===== src/design/pcs_pkg.sv =====
`default_nettype none
package pcs_pkg;

    localparam int RAW_W   = 10;
    localparam int HIGH_W  = 11;
    localparam int VAL_W   = 7;
    localparam int IDX_W   = 2;
    localparam int NUM_W   = RAW_W + VAL_W;
    localparam int SUM_W   = VAL_W + 2;
    localparam int IN_TDATA_W  = 16;
    localparam int OUT_TDATA_W = 24;
    localparam int OUT_PAD_W   = OUT_TDATA_W - VAL_W - RAW_W;
    localparam int IN_PAD_W    = IN_TDATA_W - RAW_W;

    localparam int DIV_STEPS = VAL_W;
    localparam int CNT_W     = $clog2(DIV_STEPS);

    localparam logic [VAL_W-1:0]  FULL_SCALE     = 7'd127;
    localparam logic [HIGH_W-1:0] CALIB_HIGH_RST = 11'd1024;
    localparam logic [RAW_W-1:0]  CALIB_LOW_RST  = 10'd0;

    localparam logic [IDX_W-1:0] REG_CALIB_LOW  = 2'd0;
    localparam logic [IDX_W-1:0] REG_CALIB_HIGH = 2'd1;

    typedef enum logic [1:0] {
        S_IDLE,
        S_SCALE,
        S_DIV,
        S_SMOOTH
    } t_state;

    typedef struct packed {
        logic load;
        logic scale;
        logic step;
        logic finish;
    } t_dp_cmd;

    typedef struct packed {
        logic div_last;
    } t_dp_status;

endpackage
`default_nettype wire


===== src/design/pcs_ctrl.sv =====
`default_nettype none
module pcs_ctrl (
    input  wire logic                i_clk,
    input  wire logic                i_rst_n,
    input  wire logic                i_s_tvalid,
    output logic                     o_s_tready,
    output logic                     o_m_tvalid,
    input  wire logic                i_m_tready,
    output pcs_pkg::t_dp_cmd         o_cmd,
    input  pcs_pkg::t_dp_status      i_status
);

    pcs_pkg::t_state r_state;
    pcs_pkg::t_state n_state;
    logic            r_out_valid;
    logic            n_out_valid;

    always_ff @(posedge i_clk) begin
        if (!i_rst_n) begin
            r_state     <= pcs_pkg::S_IDLE;
            r_out_valid <= 1'b0;
        end else begin
            r_state     <= n_state;
            r_out_valid <= n_out_valid;
        end
    end

    always_comb begin
        n_state     = r_state;
        n_out_valid = r_out_valid && !i_m_tready;
        o_cmd       = '0;
        o_s_tready  = 1'b0;
        case (r_state)
            pcs_pkg::S_IDLE: begin
                o_s_tready = 1'b1;
                if (i_s_tvalid) begin
                    o_cmd.load = 1'b1;
                    n_state    = pcs_pkg::S_SCALE;
                end
            end
            pcs_pkg::S_SCALE: begin
                o_cmd.scale = 1'b1;
                n_state     = pcs_pkg::S_DIV;
            end
            pcs_pkg::S_DIV: begin
                o_cmd.step = 1'b1;
                if (i_status.div_last) begin
                    n_state = pcs_pkg::S_SMOOTH;
                end
            end
            pcs_pkg::S_SMOOTH: begin
                // wait until the result slot is free or being emptied
                if (!r_out_valid || i_m_tready) begin
                    o_cmd.finish = 1'b1;
                    n_out_valid  = 1'b1;
                    n_state      = pcs_pkg::S_IDLE;
                end
            end
            default: begin
                n_state = pcs_pkg::S_IDLE;
            end
        endcase
    end

    assign o_m_tvalid = r_out_valid;

endmodule
`default_nettype wire


===== src/design/pcs_dp.sv =====
`default_nettype none
module pcs_dp (
    input  wire logic                         i_clk,
    input  wire logic                         i_rst_n,
    input  wire logic                         i_cfg_valid,
    input  wire logic [pcs_pkg::IDX_W-1:0]    i_cfg_index,
    input  wire logic [pcs_pkg::HIGH_W-1:0]   i_cfg_data,
    input  wire logic [pcs_pkg::RAW_W-1:0]    i_raw_sample,
    input  pcs_pkg::t_dp_cmd                  i_cmd,
    output pcs_pkg::t_dp_status               o_status,
    output logic [pcs_pkg::VAL_W-1:0]         o_pedal_value,
    output logic [pcs_pkg::RAW_W-1:0]         o_raw_echo,
    output logic                              o_changed
);

    logic [pcs_pkg::RAW_W-1:0]  r_calib_low;
    logic [pcs_pkg::HIGH_W-1:0] r_calib_high;

    logic [pcs_pkg::VAL_W-1:0]  r_held;
    logic [pcs_pkg::VAL_W-1:0]  r_prev;
    logic [pcs_pkg::VAL_W-1:0]  r_older;

    logic [pcs_pkg::RAW_W-1:0]  r_raw;
    logic [pcs_pkg::RAW_W-1:0]  r_diff;
    logic                       r_zero;
    logic                       r_sat;
    logic [pcs_pkg::NUM_W-1:0]  r_rem;
    logic [pcs_pkg::NUM_W-1:0]  r_div;
    logic [pcs_pkg::VAL_W-1:0]  r_quo;
    logic [pcs_pkg::CNT_W-1:0]  r_cnt;

    logic [pcs_pkg::VAL_W-1:0]  r_out_value;
    logic [pcs_pkg::RAW_W-1:0]  r_out_raw;
    logic                       r_out_changed;

    logic [pcs_pkg::HIGH_W-1:0] span;
    logic [pcs_pkg::NUM_W-1:0]  num;
    logic [pcs_pkg::NUM_W:0]    span_x128;
    logic                       rem_ge;
    logic [pcs_pkg::VAL_W-1:0]  scaled;
    logic [pcs_pkg::SUM_W-1:0]  sum;
    logic [pcs_pkg::VAL_W-1:0]  avg;

    always_ff @(posedge i_clk) begin
        if (!i_rst_n) begin
            r_calib_low  <= pcs_pkg::CALIB_LOW_RST;
            r_calib_high <= pcs_pkg::CALIB_HIGH_RST;
        end else if (i_cfg_valid) begin
            if (i_cfg_index == pcs_pkg::REG_CALIB_LOW) begin
                r_calib_low <= i_cfg_data[pcs_pkg::RAW_W-1:0];
            end else if (i_cfg_index == pcs_pkg::REG_CALIB_HIGH) begin
                r_calib_high <= i_cfg_data;
            end
        end
    end

    assign span      = r_calib_high - {1'b0, r_calib_low};
    // x*127 as x*128 - x
    assign num       = {r_diff, {pcs_pkg::VAL_W{1'b0}}} - {{pcs_pkg::VAL_W{1'b0}}, r_diff};
    assign span_x128 = {span, {pcs_pkg::VAL_W{1'b0}}};
    assign rem_ge    = (r_rem >= r_div);

    // operand capture, scaling and division
    always_ff @(posedge i_clk) begin
        if (i_cmd.load) begin
            r_raw  <= i_raw_sample;
            r_diff <= i_raw_sample - r_calib_low;
            r_zero <= (r_calib_high <= {1'b0, r_calib_low}) || (i_raw_sample <= r_calib_low);
        end
        if (i_cmd.scale) begin
            r_rem <= num;
            r_sat <= ({1'b0, num} >= span_x128);
            r_div <= {span, {(pcs_pkg::VAL_W - 1){1'b0}}};
            r_quo <= '0;
        end else if (i_cmd.step) begin
            if (rem_ge) begin
                r_rem <= r_rem - r_div;
            end
            r_quo <= {r_quo[pcs_pkg::VAL_W-2:0], rem_ge};
            r_div <= {1'b0, r_div[pcs_pkg::NUM_W-1:1]};
        end
    end

    always_ff @(posedge i_clk) begin
        if (!i_rst_n) begin
            r_cnt <= '0;
        end else if (i_cmd.scale) begin
            r_cnt <= '0;
        end else if (i_cmd.step) begin
            r_cnt <= r_cnt + 1'b1;
        end
    end

    assign o_status.div_last = (r_cnt == pcs_pkg::CNT_W'(pcs_pkg::DIV_STEPS - 1));

    always_comb begin
        if (r_zero) begin
            scaled = '0;
        end else if (r_sat) begin
            scaled = pcs_pkg::FULL_SCALE;
        end else begin
            scaled = r_quo;
        end
    end

    assign sum = {2'b00, r_held} + {2'b00, r_prev} + {2'b00, r_older} + {2'b00, scaled};
    assign avg = sum[pcs_pkg::SUM_W-1:2];

    always_ff @(posedge i_clk) begin
        if (!i_rst_n) begin
            r_held  <= '0;
            r_prev  <= '0;
            r_older <= '0;
        end else if (i_cmd.finish && (scaled != r_held)) begin
            r_older <= r_prev;
            r_prev  <= r_held;
            if (avg != r_held) begin
                r_held <= avg;
            end
        end
    end

    always_ff @(posedge i_clk) begin
        if (i_cmd.finish) begin
            r_out_raw <= r_raw;
            if ((scaled != r_held) && (avg != r_held)) begin
                r_out_value   <= avg;
                r_out_changed <= 1'b1;
            end else begin
                r_out_value   <= r_held;
                r_out_changed <= 1'b0;
            end
        end
    end

    assign o_pedal_value = r_out_value;
    assign o_raw_echo    = r_out_raw;
    assign o_changed     = r_out_changed;

endmodule
`default_nettype wire


===== src/design/pedal_calibrate_and_smooth.sv =====
// Pedal calibrate and smooth.
// Input stream: one raw 10-bit ADC sample per transfer on i_s_tdata. The
// block takes a sample only when it is idle, so o_s_tready drops for the
// whole of one sample's work.
// Output stream: one result per sample: smoothed pedal value 0..127, the raw
// sample echoed, and a change flag on o_m_tuser.
// Config channel: i_cfg_index 0 writes calib_low, 1 writes calib_high, other
// indexes are ignored; always ready. The user must write it only while no
// sample is in flight; the block does not enforce it. Each sample takes a
// scale step, 7 steps of restoring division (one quotient bit per cycle),
// then the averaging step that loads the output register. A new sample is
// taken only once the last one has passed the averaging step.
// The output register holds one result; the next sample is taken while it
// waits, and that sample then stalls at the averaging step until the
// receiver takes the held result. A stalled result keeps its payload.
// Reset clears the calibration to 0..1024, the history to zero and the
// output valid.
`default_nettype none
module pedal_calibrate_and_smooth (
    input  wire logic                              i_clk,
    input  wire logic                              i_rst_n,
    input  wire logic                              i_s_tvalid,
    output logic                                   o_s_tready,
    // raw_sample[9:0], zero pad[15:10]
    input  wire logic [pcs_pkg::IN_TDATA_W-1:0]    i_s_tdata,
    output logic                                   o_m_tvalid,
    input  wire logic                              i_m_tready,
    // pedal_value[6:0], raw_echo[16:7], zero pad[23:17]
    output logic [pcs_pkg::OUT_TDATA_W-1:0]        o_m_tdata,
    // changed[0]
    output logic                                   o_m_tuser,
    input  wire logic                              i_cfg_valid,
    output logic                                   o_cfg_ready,
    input  wire logic [pcs_pkg::IDX_W-1:0]         i_cfg_index,
    input  wire logic [pcs_pkg::HIGH_W-1:0]        i_cfg_data
);

    pcs_pkg::t_dp_cmd                cmd;
    pcs_pkg::t_dp_status             status;
    logic [pcs_pkg::VAL_W-1:0]       pedal_value;
    logic [pcs_pkg::RAW_W-1:0]       raw_echo;
    logic                            changed;

    assign o_cfg_ready = 1'b1;

    pcs_ctrl u_ctrl (
        .i_clk      (i_clk),
        .i_rst_n    (i_rst_n),
        .i_s_tvalid (i_s_tvalid),
        .o_s_tready (o_s_tready),
        .o_m_tvalid (o_m_tvalid),
        .i_m_tready (i_m_tready),
        .o_cmd      (cmd),
        .i_status   (status)
    );

    pcs_dp u_dp (
        .i_clk         (i_clk),
        .i_rst_n       (i_rst_n),
        .i_cfg_valid   (i_cfg_valid),
        .i_cfg_index   (i_cfg_index),
        .i_cfg_data    (i_cfg_data),
        .i_raw_sample  (i_s_tdata[pcs_pkg::RAW_W-1:0]),
        .i_cmd         (cmd),
        .o_status      (status),
        .o_pedal_value (pedal_value),
        .o_raw_echo    (raw_echo),
        .o_changed     (changed)
    );

    assign o_m_tdata = {{pcs_pkg::OUT_PAD_W{1'b0}}, raw_echo, pedal_value};
    assign o_m_tuser = changed;

endmodule
`default_nettype wire


===== config.mk =====
export PLATFORM = sky130hd
export DESIGN_NAME = pedal_calibrate_and_smooth
export DESIGN_NICKNAME = d
export VERILOG_FILES = /design/src/design/pcs_pkg.sv /design/src/design/pcs_ctrl.sv /design/src/design/pcs_dp.sv /design/src/design/pedal_calibrate_and_smooth.sv
export SDC_FILE = /design/constraint.sdc
export NUM_CORES = 1
export LEC_CHECK = 0
export BUFFER_PORTS_ARGS = -buffer_cell sky130_fd_sc_hd__buf_2
export CELL_PAD_IN_SITES_DETAIL_PLACEMENT = 1
export CELL_PAD_IN_SITES_GLOBAL_PLACEMENT = 2
export CORE_AREA = 2 2 123 172
export CTS_CLUSTER_DIAMETER = 100
export DETAILED_ROUTE_END_ITERATION = 10
export DIE_AREA = 0 0 125 174
export GPL_TIMING_DRIVEN = 0
export PLACE_DENSITY_LB_ADDON = 0.2
export SETUP_SLACK_MARGIN = 0.1
export SLEW_MARGIN = 20
export SYNTH_ARGS = -nofsm -noshare
export SYNTH_HDL_FRONTEND = slang
export SYNTH_SLANG_ARGS = --single-unit

===== constraint.sdc =====
create_clock -name i_clk -period 9.72 [get_ports i_clk]
set_input_delay 1.944 -clock i_clk [delete_from_list [all_inputs] [get_ports i_clk]]
set_output_delay 1.944 -clock i_clk [all_outputs]
set_load 0.05 [all_outputs]

Word level (Yosys, flattened, before mapping)
Index checks and enable logic that the tools add are counted.
{ "op_classes": {"n_reduce_logical": 17, "eq_ne": 10, "n_bitwise": 2, "mux": 22, "addsub": 8, "order_cmp": 4} }
{ "op_table": {"columns": ["cell", "count"], "rows": [
  ["17-bit 2-to-1 mux", 5],
  ["7-bit 2-to-1 mux", 3],
  ["9-bit by 7-bit adder with 9-bit output", 2],
  ["17-bit by 18-bit greater-or-equal comparator with 1-bit output", 1],
  ["17-bit greater-or-equal comparator", 1],
  ["17-bit by 10-bit subtractor with 17-bit output", 1],
  ["17-bit subtractor", 1],
  ["7-bit inequality test", 2],
  ["11-bit by 10-bit <= comparator with 1-bit output", 1],
  ["11-bit by 10-bit subtractor with 11-bit output", 1],
  ["10-bit <= comparator", 1],
  ["1-bit 2-to-1 mux", 10],
  ["10-bit subtractor", 1],
  ["7-bit by 7-bit adder with 8-bit output", 1],
  ["2-bit case mux with 4 select lines", 1],
  ["2-bit 2-to-1 mux", 3],
  ["2-bit AND reduction", 3],
  ["3-bit AND reduction", 2],
  ["2-bit by 1-bit equality test with 1-bit output, second input constant", 2],
  ["2-bit equality test, second input constant", 2],
  ["2-bit zero test", 2],
  ["2-bit inequality test, second input constant", 2],
  ["2-bit nonzero test", 2],
  ["3-bit by 1-bit adder with 3-bit output, second input constant", 1],
  ["7 further kinds", 12]
]} }
{ "totals": {"elab_cells": 82, "output_inout_bits": 28, "inputBits": 34, "regBits": 129} }

Logic depth before layout (Yosys ltp)
{ "logic_depth": {"word_depth": 6, "depth_mapped": 19, "ltp_nobuf": 18} }

Cells and area by module
Synthesis repeated with hierarchy kept, for this count alone.
{ "unflattened": {"cells_unflattened": 895, "hier_area_um2": 8399.3} }
{ "modules_own_cells": {"columns": ["mod", "instances", "seq_area_each_um2", "area_each_um2", "cells_each"], "rows": [
  ["pcs_dp", 1, 3203.1, 8124.0, 863],
  ["pcs_ctrl", 1, 60.1, 207.7, 22],
  ["pedal_calibrate_and_smooth", 1, 0.0, 67.6, 10]
]} }

Least setup slack after synthesis
No wires, ideal clock.
{ "synth_path": {"kind": "flip-flop to flip-flop", "start": "register u_dp.r_held[0] (netlist bit)", "end": "register u_dp.r_out_value, in the netlist u_dp.o_pedal_value[1] (data pin)", "path_buffers": 1, "required_time_ns": 9.458, "stages_incl_launch_ff": 20, "setup_slack_ns": 5.643, "synth_period_minus_slack_ns": 4.077, "arrival_ns": 3.815, "path_cell_list": "dfxtp_1 -> ha_1 -> fa_1 -> a21oi_1 -> nor2_1 -> nor2_1 -> o21bai_1 -> a21oi_1 -> xor2_1 -> fa_1 -> inv_1 -> ha_1 -> clkbuf_1 -> a21o_1 -> nand2_1 -> o311ai_0 -> nor4_2 -> nand4_2 -> nand2_1 -> mux2_1"} }
{ "synth_via": {"elab_chain_len": 6, "word_cells_on_any_way": 7, "classes_between": "3 x add/sub; 2 x eq/ne; 1 x mux; 1 x reduce/logical"} }
{ "synth_lines": {"columns": ["element", "line_no", "source"], "rows": [
  ["start: declaration", "pcs_dp.sv:19", "logic [pcs_pkg::VAL_W-1:0] r_held;"],
  ["start signal: assignment", "pcs_dp.sv:118", "r_held <= avg;"],
  ["7-bit by 7-bit adder with 8-bit output", "pcs_dp.sv:106", "assign sum = {2'b00, r_held} + {2'b00, r_prev} + {2'b00, r_older} + {2'b00, scaled};"],
  ["9-bit by 7-bit adder with 9-bit output (2 in a row)", "pcs_dp.sv:106", null],
  ["7-bit inequality test", "pcs_dp.sv:126", "if ((scaled != r_held) && (avg != r_held)) begin"],
  ["1-bit logical AND", "pcs_dp.sv:126", null],
  ["7-bit 2-to-1 mux (*)", "pcs_dp.sv:126", null],
  ["end signal: assignment", "pcs_dp.sv:127", "r_out_value <= avg;"],
  ["end signal: assignment", "pcs_dp.sv:130", "r_out_value <= r_held;"],
  ["end: declaration", "pcs_dp.sv:32", "logic [pcs_pkg::VAL_W-1:0] r_out_value;"]
]} }
Mark *: on every way between the ends. The rest lies on a longest branch, timed or not.
A chain may end at the register's enable or synchronous reset.

Worst setup path in the final report
Same ends and word-level chain as after synthesis.

==> results_dict.tcl <==
set metrics [dict create \
    cts.path.max_buffers 2 \
    p_leak_nw 3.95 \
    diodes 0 \
    synthSimpleGateAreaFrac 0.147 \
    synthXorXnorAreaFrac 0.0568 \
    rsz0062_at_grt "false" \
    finalWeightedCongestion 0.790 \
    met2_length_mm 12.5 \
    reg2reg_slack_ps 5090 \
    synth-main-ff-cell "edfxtp_1" \
    met1_length_mm 9.43 \
    synth_cells 881 \
    nFillCells 2379 \
    status "finished clean" \
    die_w_um 125 \
    synth.area.mux_share 0.0658 \
    dp_hpwl_mm 18.2 \
    antenna_found_initial 0 \
    routed_wl_mm 23.2 \
    layout_common_cells "nor2_1 (103), inv_1 (86), ha_1 (72), edfxtp_1 (68), dfxtp_1 (61)" \
    stdcell_area_um2 9560 \
    nets 1069 \
    vias 6571 \
    synth_top_family_by_area "simple AND/OR/NAND/NOR gates" \
    first_pass_iters 4 \
    synth_edf_count 68 \
    ys_ff_latch 129 \
    clock_latency_ps 440 \
    yosysSeqAreaShare 0.391 \
    relSlewSlack 0.380 \
    drc 0 \
    worstSetupEndpoint "u_dp.o_pedal_value[1]$_DFFE_PP_" \
    gr-total-overflow 0 \
    synth.distinct_cells 70 \
    wire_per_inst_um 19.0 \
    post_cts.repair.setup_buffers 0 \
    layout_setup_ws_ps 5090 \
    crit_type "register to register" \
    worst_setup_path_end_kind "register" \
    area_growth_syn_to_layout_pct 14.5 \
    die_y_um 174 \
    hold_viol 0 \
    rr_startpoint "u_dp.r_held[0]$_SDFFE_PN0P_" \
    worst_slew_pin_slew_ps 930 \
    path_max_fanout 7 \
    boundaryPins 62 \
    grt_pass1_vias 7166 \
    drv_slew 0 \
    postSynthAreaPerCell_um2 9.48 \
    final.setup_skew_ps 10.4 \
    clockRootBuffer "clkbuf_16" \
    design.die.area_um2 21800 \
    wl_met3_um 504 \
    placed_area_um2 8940 \
    drive_above_1_share 0.117 \
    power_mw 2.84 \
    top_layer_used "met4" \
    place_ws_ps 5090 \
    core_area_um2 20300 \
    layout_commonest_cell "nor2_1" \
    powerDensity_nw_per_um2 297 \
    cts_resized 0 \
    post-route-period-util 0.476 \
    cp-start-kind "register" \
    drv_cap 0 \
    ys.warnings.count 0 \
    htree_levels 4 \
    grt_pass1_wl_mm 37.6 \
    placed_cells 1189 \
    cp_data_required_time_ps 9910 \
    cp.arrival_ps 4820 \
    yosysTopAreaCell "edfxtp_1" \
    detail-route-antenna-nets 0 \
    rows 62 \
    synth_top_area_frac 0.244 \
    ir_drop_v 0.000160 \
    setup-tns-final_ps 0 \
    numCtsBuffers 17 \
    synthArstFlopShare 0 \
    hp-class "register to register" \
    synth_area_um2 8350 \
    viasPerCell 5.38 \
    fmax_mhz 216 \
    rr_worst_depth 18 \
    io_buffers 46 \
    hold_buffers 0 \
    synth_fa_ha_area_frac 0.134 \
    instances_no_fill 1221 \
    critical_path.startpoint "u_dp.r_held[0]$_SDFFE_PN0P_" \
    clk_pin_slew_ps 60 \
    synth_compound_area_frac 0.142 \
    drt_iter0_drc 270 \
    cts_tree "done" \
    grt_max_degree 22 \
    setup_viol 0 \
    cts_sinks 129 \
    r2r_end "u_dp.o_pedal_value[1]$_DFFE_PP_" \
    grt.total_usage 0.221 \
    start_util 0.411 \
    fin_crit_ps 4630 \
    synth.area.top_cells "edfxtp_1 (24%), dfxtp_1 (15%), ha_1 (11%), mux2i_1 (5.6%), nor2_1 (4.6%)" \
]
## stage by stage
stage	utilization	hold slack, ps
after floorplan	-	400
after global placement	0.439	402
after detailed placement	0.440	412
after CTS	0.470	418
after global routing	0.470	440
final	0.470	421
## synthesized netlist by cell type, types with 5 or more instances
cell and number:
nor2_1 103, inv_1 86, ha_1 72, edfxtp_1 68, dfxtp_1 61, nand2_1 52
a21oi_1 51, mux2i_1 47, o21ai_0 40, xnor2_1 34, nor3_1 22, nor2b_1 18
clkbuf_1 17, xor2_1 15, a21o_1 13, fa_1 11, o31ai_1 10, buf_4 9
nand2b_1 9, nand3_1 9, o21a_1 9, a31oi_1 7, o21bai_1 7, a211oi_1 6
mux2_1 6, nand4_1 6, or3_1 6, and3_1 5, o31a_1 5
## state kept, by name (all words and copies together) (netlist names), 2 cells and up
name / flops
u_dp.r_div: 17
u_dp.r_rem: 17
u_dp.r_calib_high: 11
u_dp.o_raw_echo: 10
u_dp.r_calib_low: 10
u_dp.r_diff: 10
u_dp.r_raw: 10
u_dp.o_pedal_value: 7
u_dp.r_held: 7
u_dp.r_older: 7
u_dp.r_prev: 7
u_dp.r_quo: 7
u_dp.r_cnt: 3
u_ctrl.r_state: 2
## report_power, final
group | internal (mW) | leakage (nW) | switching (mW) | total (mW)
clock network | 0.401 | 0.301 | 0.274 | 0.675
registers | 0.775 | 1.13 | 0.0688 | 0.844
logic | 0.495 | 2.52 | 0.829 | 1.32
## cell type report
class                   count  area (µm²)  area share
multi-input cells         635        4600       0.482
inverters                  87         327      0.0342
plain buffers              36         201      0.0211
clock buffers              18         450      0.0471
flip-flops and latches    129        3260       0.341
clock inverters            14         165      0.0173
repair buffers             46         230      0.0241
well taps                 256         320      0.0335
## metal layers
metal / global-route usage / vias up
li1: - / 3231
met1: 0.241 / 3219
met2: 0.419 / 86
met3: 0.0394 / 35
met4: 0.0907 / 0
met5: 0 / -
## worst min path at each step
stage | startpoint | to | slack [ps] | cells after the start
after floorplan | u_dp.r_raw[0]$_DFFE_PP_ | u_dp.o_raw_echo[0]$_DFFE_PP_ | 400 | 0
after global placement | u_dp.r_raw[0]$_DFFE_PP_ | u_dp.o_raw_echo[0]$_DFFE_PP_ | 400 | 0
after detailed placement | u_dp.r_raw[7]$_DFFE_PP_ | u_dp.o_raw_echo[7]$_DFFE_PP_ | 410 | 0
after CTS | u_dp.r_raw[5]$_DFFE_PP_ | u_dp.o_raw_echo[5]$_DFFE_PP_ | 420 | 0
after global routing | u_dp.r_raw[7]$_DFFE_PP_ | u_dp.o_raw_echo[7]$_DFFE_PP_ | 440 | 0
final | u_dp.r_raw[5]$_DFFE_PP_ | u_dp.o_raw_echo[5]$_DFFE_PP_ | 420 | 0
## cells by family after synthesis
| logic type | Yosys count |
|---|---|
| buf+inv | 123 |
| other cells | 2 |
| fa+ha+maj | 83 |
| mux | 54 |
| simple gates | 257 |
| flops | 129 |
| xor+xnor | 51 |
| compound gates | 182 |
## critical path: stages (launching register included)
cell,delay (ps)
dfxtp_1,390
ha_1,250
fa_1,400
a21oi_1,160
nor2_1,50
nor2_1,150
o21bai_1,90
a21oi_1,180
xor2_1,110
fa_1,520
inv_1,40
ha_1,270
clkbuf_1,260
o21ai_0,140
a21oi_1,280
mux2i_1,260
nand4_2,230
nand2_1,240
mux2_1,350
No activity file was read; power rests on OpenSTA's default activity.
